File: config.mk
export PLATFORM = sky130hd
export DESIGN_NAME = base64_stream_codec
export DESIGN_NICKNAME = d
export VERILOG_FILES = /design/src/b64sc_pkg.sv /design/src/b64sc_step.sv /design/src/b64sc_out_buf.sv /design/src/base64_stream_codec.sv
export SDC_FILE = /design/constraint.sdc
export NUM_CORES = 1
export LEC_CHECK = 0
export ABC_AREA = 1
export BUFFER_PORTS_ARGS = -buffer_cell sky130_fd_sc_hd__buf_2
export CAP_MARGIN = 40
export CORE_MARGIN = 2
export CORE_UTILIZATION = 30
export DETAILED_ROUTE_END_ITERATION = 6
export GPL_TIMING_DRIVEN = 0
export PLACE_DENSITY = 0.53
export SLEW_MARGIN = 0
export SYNTH_ARGS = -nofsm -noshare
export SYNTH_HDL_FRONTEND = slang
export SYNTH_SLANG_ARGS = --single-unit
File: constraint.sdc
create_clock -name i_clk -period 3.14 [get_ports i_clk]
set_clock_uncertainty 0.05 [all_clocks]
set_input_delay 0.471 -clock i_clk [delete_from_list [all_inputs] [get_ports i_clk]]
set_output_delay 0.471 -clock i_clk [all_outputs]
set_load 0.01 [all_outputs]
File: src/b64sc_pkg.sv
// ----------------------------------------------------------------------------
// Base64 codec package
// Shared types, constants and symbol mapping functions for the base64 codec.
// ----------------------------------------------------------------------------
package b64sc_pkg;

    localparam logic [7:0] PAD_CHAR = 8'h3D;
    localparam int MAX_RESULTS = 4;
    localparam int CNT_W = 3;

    typedef struct packed {
        logic [7:0] data;
        logic       byte_valid;
        logic       last;
        logic       bad;
    } t_result;

    typedef struct packed {
        logic [1:0] phase;
        logic [5:0] left;
        logic       pad;
    } t_state;

    typedef struct packed {
        t_result [MAX_RESULTS-1:0] res;
        logic [CNT_W-1:0]          count;
    } t_step;

    function automatic logic [7:0] enc_char(input logic [5:0] v);
        logic [7:0] c;
        if (v < 6'd26) begin
            c = 8'h41 + {2'b00, v};
        end else if (v < 6'd52) begin
            c = 8'h61 + {2'b00, v} - 8'd26;
        end else if (v < 6'd62) begin
            c = 8'h30 + {2'b00, v} - 8'd52;
        end else if (v == 6'd62) begin
            c = 8'h2B;
        end else begin
            c = 8'h2F;
        end
        return c;
    endfunction

    // Returns the bad flag in bit 6 and the symbol value in bits 5:0.
    function automatic logic [6:0] dec_sym(input logic [7:0] c);
        logic [7:0] t;
        logic [6:0] r;
        t = 8'h00;
        if (c >= 8'h41 && c <= 8'h5A) begin
            t = c - 8'h41;
            r = {1'b0, t[5:0]};
        end else if (c >= 8'h61 && c <= 8'h7A) begin
            t = c - 8'h61 + 8'd26;
            r = {1'b0, t[5:0]};
        end else if (c >= 8'h30 && c <= 8'h39) begin
            t = c - 8'h30 + 8'd52;
            r = {1'b0, t[5:0]};
        end else if (c == 8'h2B) begin
            r = {1'b0, 6'd62};
        end else if (c == 8'h2F) begin
            r = {1'b0, 6'd63};
        end else begin
            r = {1'b1, t[5:0]};
        end
        return r;
    endfunction

endpackage

File: src/b64sc_step.sv
// ----------------------------------------------------------------------------
// Base64 codec step logic
// Computes the results and next group state for one registered input item.
// ----------------------------------------------------------------------------
module b64sc_step (
    input  logic              i_mode,
    input  logic [7:0]        i_data,
    input  logic              i_last,
    input  b64sc_pkg::t_state i_state,
    output b64sc_pkg::t_state o_state,
    output b64sc_pkg::t_step  o_step
);

    b64sc_pkg::t_result [b64sc_pkg::MAX_RESULTS-1:0] w_res;
    logic [b64sc_pkg::CNT_W-1:0] w_cnt;
    b64sc_pkg::t_state w_st;
    logic [6:0] w_sym;

    function automatic b64sc_pkg::t_result mk(input logic [7:0] d, input logic v,
                                              input logic b);
        b64sc_pkg::t_result r;
        r.data       = d;
        r.byte_valid = v;
        r.last       = 1'b0;
        r.bad        = b;
        return r;
    endfunction

    always_comb begin
        w_res = '0;
        w_cnt = '0;
        w_st  = i_state;
        w_sym = b64sc_pkg::dec_sym(i_data);
        if (!i_mode) begin
            unique case (i_state.phase)
                2'd0: begin
                    w_res[0] = mk(b64sc_pkg::enc_char(i_data[7:2]), 1'b1, 1'b0);
                    w_st.left = {4'b0, i_data[1:0]};
                    w_st.phase = 2'd1;
                    w_cnt = 3'd1;
                end
                2'd1: begin
                    w_res[0] = mk(b64sc_pkg::enc_char({i_state.left[1:0], i_data[7:4]}),
                                  1'b1, 1'b0);
                    w_st.left = {2'b0, i_data[3:0]};
                    w_st.phase = 2'd2;
                    w_cnt = 3'd1;
                end
                default: begin
                    w_res[0] = mk(b64sc_pkg::enc_char({i_state.left[3:0], i_data[7:6]}),
                                  1'b1, 1'b0);
                    w_res[1] = mk(b64sc_pkg::enc_char(i_data[5:0]), 1'b1, 1'b0);
                    w_st.left = '0;
                    w_st.phase = 2'd0;
                    w_cnt = 3'd2;
                end
            endcase
            if (i_last) begin
                unique case (w_st.phase)
                    2'd1: begin
                        w_res[1] = mk(b64sc_pkg::enc_char({w_st.left[1:0], 4'b0}),
                                      1'b1, 1'b0);
                        w_res[2] = mk(b64sc_pkg::PAD_CHAR, 1'b1, 1'b0);
                        w_res[3] = mk(b64sc_pkg::PAD_CHAR, 1'b1, 1'b0);
                        w_res[3].last = 1'b1;
                        w_cnt = 3'd4;
                    end
                    2'd2: begin
                        w_res[1] = mk(b64sc_pkg::enc_char({w_st.left[3:0], 2'b0}),
                                      1'b1, 1'b0);
                        w_res[2] = mk(b64sc_pkg::PAD_CHAR, 1'b1, 1'b0);
                        w_res[2].last = 1'b1;
                        w_cnt = 3'd3;
                    end
                    default: begin
                        w_res[1].last = 1'b1;
                    end
                endcase
                w_st = '0;
            end
        end else begin
            if (!i_state.pad) begin
                if (i_data == b64sc_pkg::PAD_CHAR) begin
                    w_st.pad  = 1'b1;
                    w_st.left = '0;
                end else if (w_sym[6]) begin
                    w_res[0] = mk(8'h00, 1'b0, 1'b1);
                    w_cnt = 3'd1;
                end else begin
                    unique case (i_state.phase)
                        2'd0: begin
                            w_st.left = w_sym[5:0];
                            w_st.phase = 2'd1;
                        end
                        2'd1: begin
                            w_res[0] = mk({i_state.left, w_sym[5:4]}, 1'b1, 1'b0);
                            w_st.left = {2'b0, w_sym[3:0]};
                            w_st.phase = 2'd2;
                            w_cnt = 3'd1;
                        end
                        2'd2: begin
                            w_res[0] = mk({i_state.left[3:0], w_sym[5:2]}, 1'b1, 1'b0);
                            w_st.left = {4'b0, w_sym[1:0]};
                            w_st.phase = 2'd3;
                            w_cnt = 3'd1;
                        end
                        default: begin
                            w_res[0] = mk({i_state.left[1:0], w_sym[5:0]}, 1'b1, 1'b0);
                            w_st.left = '0;
                            w_st.phase = 2'd0;
                            w_cnt = 3'd1;
                        end
                    endcase
                end
            end
            if (i_last) begin
                w_cnt = 3'd1;
                w_res[0].last = 1'b1;
                w_st = '0;
            end
        end
    end

    assign o_state      = w_st;
    assign o_step.res   = w_res;
    assign o_step.count = w_cnt;

endmodule

File: src/b64sc_out_buf.sv
// ----------------------------------------------------------------------------
// Base64 codec result buffer
// Holds the results of one item and hands them out one per transaction.
// ----------------------------------------------------------------------------
module b64sc_out_buf (
    input  logic               i_clk,
    input  logic               i_rst_n,
    input  logic               i_load,
    input  b64sc_pkg::t_step   i_step,
    input  logic               i_ready,
    output logic               o_valid,
    output logic               o_free,
    output b64sc_pkg::t_result o_res
);

    b64sc_pkg::t_result [b64sc_pkg::MAX_RESULTS-1:0] r_res;
    logic [b64sc_pkg::CNT_W-1:0] r_rem;
    logic [1:0] r_idx;

    assign o_valid = (r_rem != '0);
    assign o_free  = (r_rem == '0) || (r_rem == 3'd1 && i_ready);
    assign o_res   = r_res[r_idx];

    always_ff @(posedge i_clk) begin
        if (!i_rst_n) begin
            r_rem <= '0;
            r_idx <= '0;
        end else if (i_load) begin
            r_rem <= i_step.count;
            r_idx <= '0;
        end else if (o_valid && i_ready) begin
            r_rem <= r_rem - 3'd1;
            r_idx <= r_idx + 2'd1;
        end
    end

    always_ff @(posedge i_clk) begin
        if (i_load) begin
            r_res <= i_step.res;
        end
    end

endmodule

File: src/base64_stream_codec.sv
// ----------------------------------------------------------------------------
// Base64 stream codec
// Streaming base64 encoder and decoder with the standard alphabet.
// ----------------------------------------------------------------------------
// Input items arrive on i_valid/o_ready: a raw byte when encoding, an ASCII
// character when decoding, with i_last_in on the final item of a message.
// Results leave on o_valid/i_ready, one per transaction, with o_last_out on
// the final result of a message and o_bad_symbol on a rejected character.
// The mode register is written on i_cfg_valid/o_cfg_ready; the user must
// write it only while the block is idle, which the block does not enforce.
// A write also clears the group state. An accepted item is held in the input
// register, then its results are computed in one pass and loaded into the
// result buffer once it is free, which presents the first of them on o_valid.
// The result buffer hands out one result per cycle while the receiver is
// ready; an item has one or two results per encoded byte, up to four on the
// last byte, and one or none per decoded character. The input register
// accepts a new item while the buffer drains.
// Reset clears the mode to encode, the group state and both stages.
// When the receiver stalls, the buffer holds its result, the input register
// fills and o_ready drops until the buffer frees.
// ----------------------------------------------------------------------------
module base64_stream_codec (
    input  logic       i_clk,
    input  logic       i_rst_n,
    input  logic       i_valid,
    output logic       o_ready,
    input  logic [7:0] i_data_in,
    input  logic       i_last_in,
    output logic       o_valid,
    input  logic       i_ready,
    output logic [7:0] o_data_out,
    output logic       o_byte_valid,
    output logic       o_last_out,
    output logic       o_bad_symbol,
    input  logic       i_cfg_valid,
    output logic       o_cfg_ready,
    input  logic       i_decode_mode
);

    logic              r_in_valid;
    logic [7:0]        r_in_data;
    logic              r_in_last;
    logic              r_mode;
    b64sc_pkg::t_state r_state;
    b64sc_pkg::t_state n_state;
    b64sc_pkg::t_step  w_step;
    b64sc_pkg::t_result w_res;
    logic              w_free;
    logic              w_load;

    assign w_load      = r_in_valid && w_free;
    assign o_ready     = !r_in_valid || w_free;
    assign o_cfg_ready = 1'b1;

    b64sc_step u_step (
        .i_mode  (r_mode),
        .i_data  (r_in_data),
        .i_last  (r_in_last),
        .i_state (r_state),
        .o_state (n_state),
        .o_step  (w_step)
    );

    b64sc_out_buf u_buf (
        .i_clk   (i_clk),
        .i_rst_n (i_rst_n),
        .i_load  (w_load),
        .i_step  (w_step),
        .i_ready (i_ready),
        .o_valid (o_valid),
        .o_free  (w_free),
        .o_res   (w_res)
    );

    assign o_data_out   = w_res.data;
    assign o_byte_valid = w_res.byte_valid;
    assign o_last_out   = w_res.last;
    assign o_bad_symbol = w_res.bad;

    always_ff @(posedge i_clk) begin
        if (!i_rst_n) begin
            r_in_valid <= 1'b0;
            r_mode     <= 1'b0;
            r_state    <= '0;
        end else begin
            if (i_valid && o_ready) begin
                r_in_valid <= 1'b1;
            end else if (w_load) begin
                r_in_valid <= 1'b0;
            end
            if (i_cfg_valid) begin
                r_mode  <= i_decode_mode;
                r_state <= '0;
            end else if (w_load) begin
                r_state <= n_state;
            end
        end
    end

    always_ff @(posedge i_clk) begin
        if (i_valid && o_ready) begin
            r_in_data <= i_data_in;
            r_in_last <= i_last_in;
        end
    end

endmodule

==> impl_metrics.ini <==
[placement]
portBuffers = 27
hpwl_mm = 13.2
gp_congestion = 0.888
dp_cells = 1068

[synthesis]
synth_area_leaders = edfxtp_1, nand2_1, ha_1
synth_nets = 874
synthSimpleGateAreaFrac_pct = 32.9
synth_edf_count = 33
synth_fa_ha_area_share_pct = 10.5
synth_top_area_share_pct = 18.8
synthMuxAreaShare_pct = 0
synthXorXnorAreaFrac_pct = 2.83
synthCells = 815
synth.distinct_cells = 46
synth.most_common_cell = nand2_1
synth_area_leader_cell = edfxtp_1
synthTopCellsByCount = nand2_1, inv_1, nor2_1, nand3_1, o21ai_0
synth-compound-area-share_pct = 18.6
yosysWarnings = 0
synth_top_family_by_area = simple AND/OR/NAND/NOR gates
synth_area_mm2 = 0.00527
synthArstFlopShare_pct = 0
seq_area_frac_synth_pct = 24.9
ys.flop_type = edfxtp_1
ys_ff_latch = 49
syn_avg_cell_area_um2 = 6.46

[routing]
dr.first_iter.drc_count = 449
via_per_inst = 5.02
dr.pass1.iters = 5
num_vias = 5421
drc = 0
route.met2.wl_mm = 7.64
highest_layer = met4
drt-total-wl_mm = 16.9
ant_nets = 0
avgRoutedWirePerCell_um = 15.7
drt-met1-wl_mm = 8.14
wl_met3_um = 818

[power]
switching_share_pct = 45.0
power_frac_seq_pct = 30.8
power_density_mw_per_mm2 = 503
peakVddDrop_uv = 306
p_sw_w = 0.00133
power_frac_comb_pct = 48.8
power.leakage_nw = 2.62
p_total_w = 0.00297
power.share.clock_pct = 20.4
p_int_w = 0.00163

[timing]
slew_violations = 0
worstMarginPinSlew_ps = 775
fin_crit_ps = 2840
timing.fmax_ghz = 0.352
setup_viol = 0
fin_crit_sh_pct = 90.5
timing.setup.tns_ps = 0
max_slew_margin_pct = 47.7
hold_viol = 0
rsz0062_at_grt = false

[global_routing]
overflow = 0
antenna_found_initial = 0
track_usage_pct = 18.8
grt_max_degree = 27
grt_pass1_vias = 5058
grt_pass1_wl_mm = 26.8

[worst_setup_path]
worstPathMaxFanout = 9
path_class = reg -> reg
cp.arrival_ps = 2820
required_ps = 3110
end_kind = register
start_kind = register

[final_layout]
final_cells = 1079
area_growth_pct = 11.9
utilization_pct = 34.2
layout-drive-gt1-share_pct = 10.9
nFillCells = 1872
final_nets = 912
antenna_cells = 0

[floorplan]
coreArea_mm2 = 0.0172
fp.dieW_um = 137
die-area_mm2 = 0.0186
io_pins = 29
die_height_um = 137
rows = 48
initial_core_util_pct = 30.6

[clock_tree]
clockBufferDepth = 2
clock_sinks = 49
cts_root_buf = clkbuf_16
clk_pin_slew_worst_paths_ps = 80
cts_tree = yes
cts.htree.levels = 2
clock_latency_ps = 320
holdBufCountCts = 0
cts_buffers = 5

[run]
cap_viol_max_count = 0

[outcome]
outcome = completed

[hold_path]
worstHoldPathType = in -> reg
[logic make-up (layout without fill, tap and decap cells)]
group | Yosys count | count (layout)
AOI/OAI and AO/OA | 175 | 175
xor gates and xnor gates | 17 | 17
adders and majority gates | 44 | 44
buffers and inverters | 130 | 169
DFF | 49 | 49
other | 1 | 1
and+or+nand+nor | 399 | 399
[what timing repair did]
action	in CTS	in global routing
endpoints found under the setup margin	0	4
setup buffers	0	3
resized for setup	0	3
[power by group through the flow]
stage	Sequential (W)	Clock, W	Combinational (W)
CTS	0.000914	0.000616	0.00143
global route	0.000925	0.000640	0.00163
detailed placement	0.000928	0	0.00142
finish	0.000913	0.000606	0.00145
global placement	0.000932	0	0.00140
floorplan	0.000898	0	0.000996
[layout by cell type (no fill, tap or decap), types with 7 or more instances in the layout]
| cell | instances |
|---|---|
| o21ai_0 | 76 |
| o211ai_1 | 20 |
| buf_2 | 35 |
| nand2_2 | 7 |
| inv_2 | 8 |
| xor2_1 | 14 |
| inv_1 | 87 |
| ha_1 | 44 |
| nand3_1 | 76 |
| nand4_1 | 10 |
| clkbuf_1 | 10 |
| dfxtp_1 | 16 |
| nor2_1 | 79 |
| nand2_1 | 205 |
| a21oi_1 | 52 |
| edfxtp_1 | 33 |
| buf_4 | 11 |
[state kept, by name, summed over array words and instances, names as in the netlist]
signal / count
r_mode: 1
u_buf.r_idx: 2
u_buf.r_rem: 3
r_state: 9
r_in_valid: 1
u_buf.r_res: 24
r_in_data: 8
r_in_last: 1
[worst paths after layout]
| path | slack (ps) | depth (start not counted) | end | startpoint |
|---|---|---|---|---|
| worst min register to register | 440 | 2 | r_state[6] | r_state[6] |
| worst max-delay path | 300 | 15 | u_buf.r_res[20] | r_state[7] |
| worst min-delay path | 270 | 1 | r_in_data[7] | i_data_in[7] |
| worst max register to register | 300 | 15 | u_buf.r_res[20] | r_state[7] |
[worst max-delay path, cell delays in order, from the launching register on]
cell        delay [ps]
dfxtp_1            360
inv_1              120
ha_1               150
buf_4              170
clkinvlp_4         160
nand2_4            150
nand2_1            160
inv_2              150
ha_1               200
inv_1               60
o21ai_2            220
inv_1              150
nor2_2             140
nand2_1             60
nand2_1            100
o32ai_1            130
[cell type report]
type	count	area [µm²]	share of cell area, %
Buffer	28	153	2.59
Clock buffer	6	139	2.36
Clock inverter	2	13.8	0.233
Inverter	102	390	6.62
Multi-Input combinational cell	636	3420	58.1
Sequential cell	49	1310	22.2
Tap cell	225	282	4.77
Timing Repair Buffer	31	185	3.14
[per-stage QoR]
step	area, µm²	setup slack, ps	hold slack [ps]
4_1_cts	5870	243	272
3_3_place_gp	5680	212	424
5_1_grt	5900	17.8	270
6_report	5900	297	272
2_1_floorplan	5270	818	405
3_5_place_dp	5720	279	427
[per-layer routing]
layer / track usage [%] / vias up
met5: 0 / -
met1: 25.9 / 2461
met3: 2.37 / 19
li1: - / 2777
met4: 5.27 / 0
met2: 30.8 / 164
No activity file was read; power rests on OpenSTA's default activity.
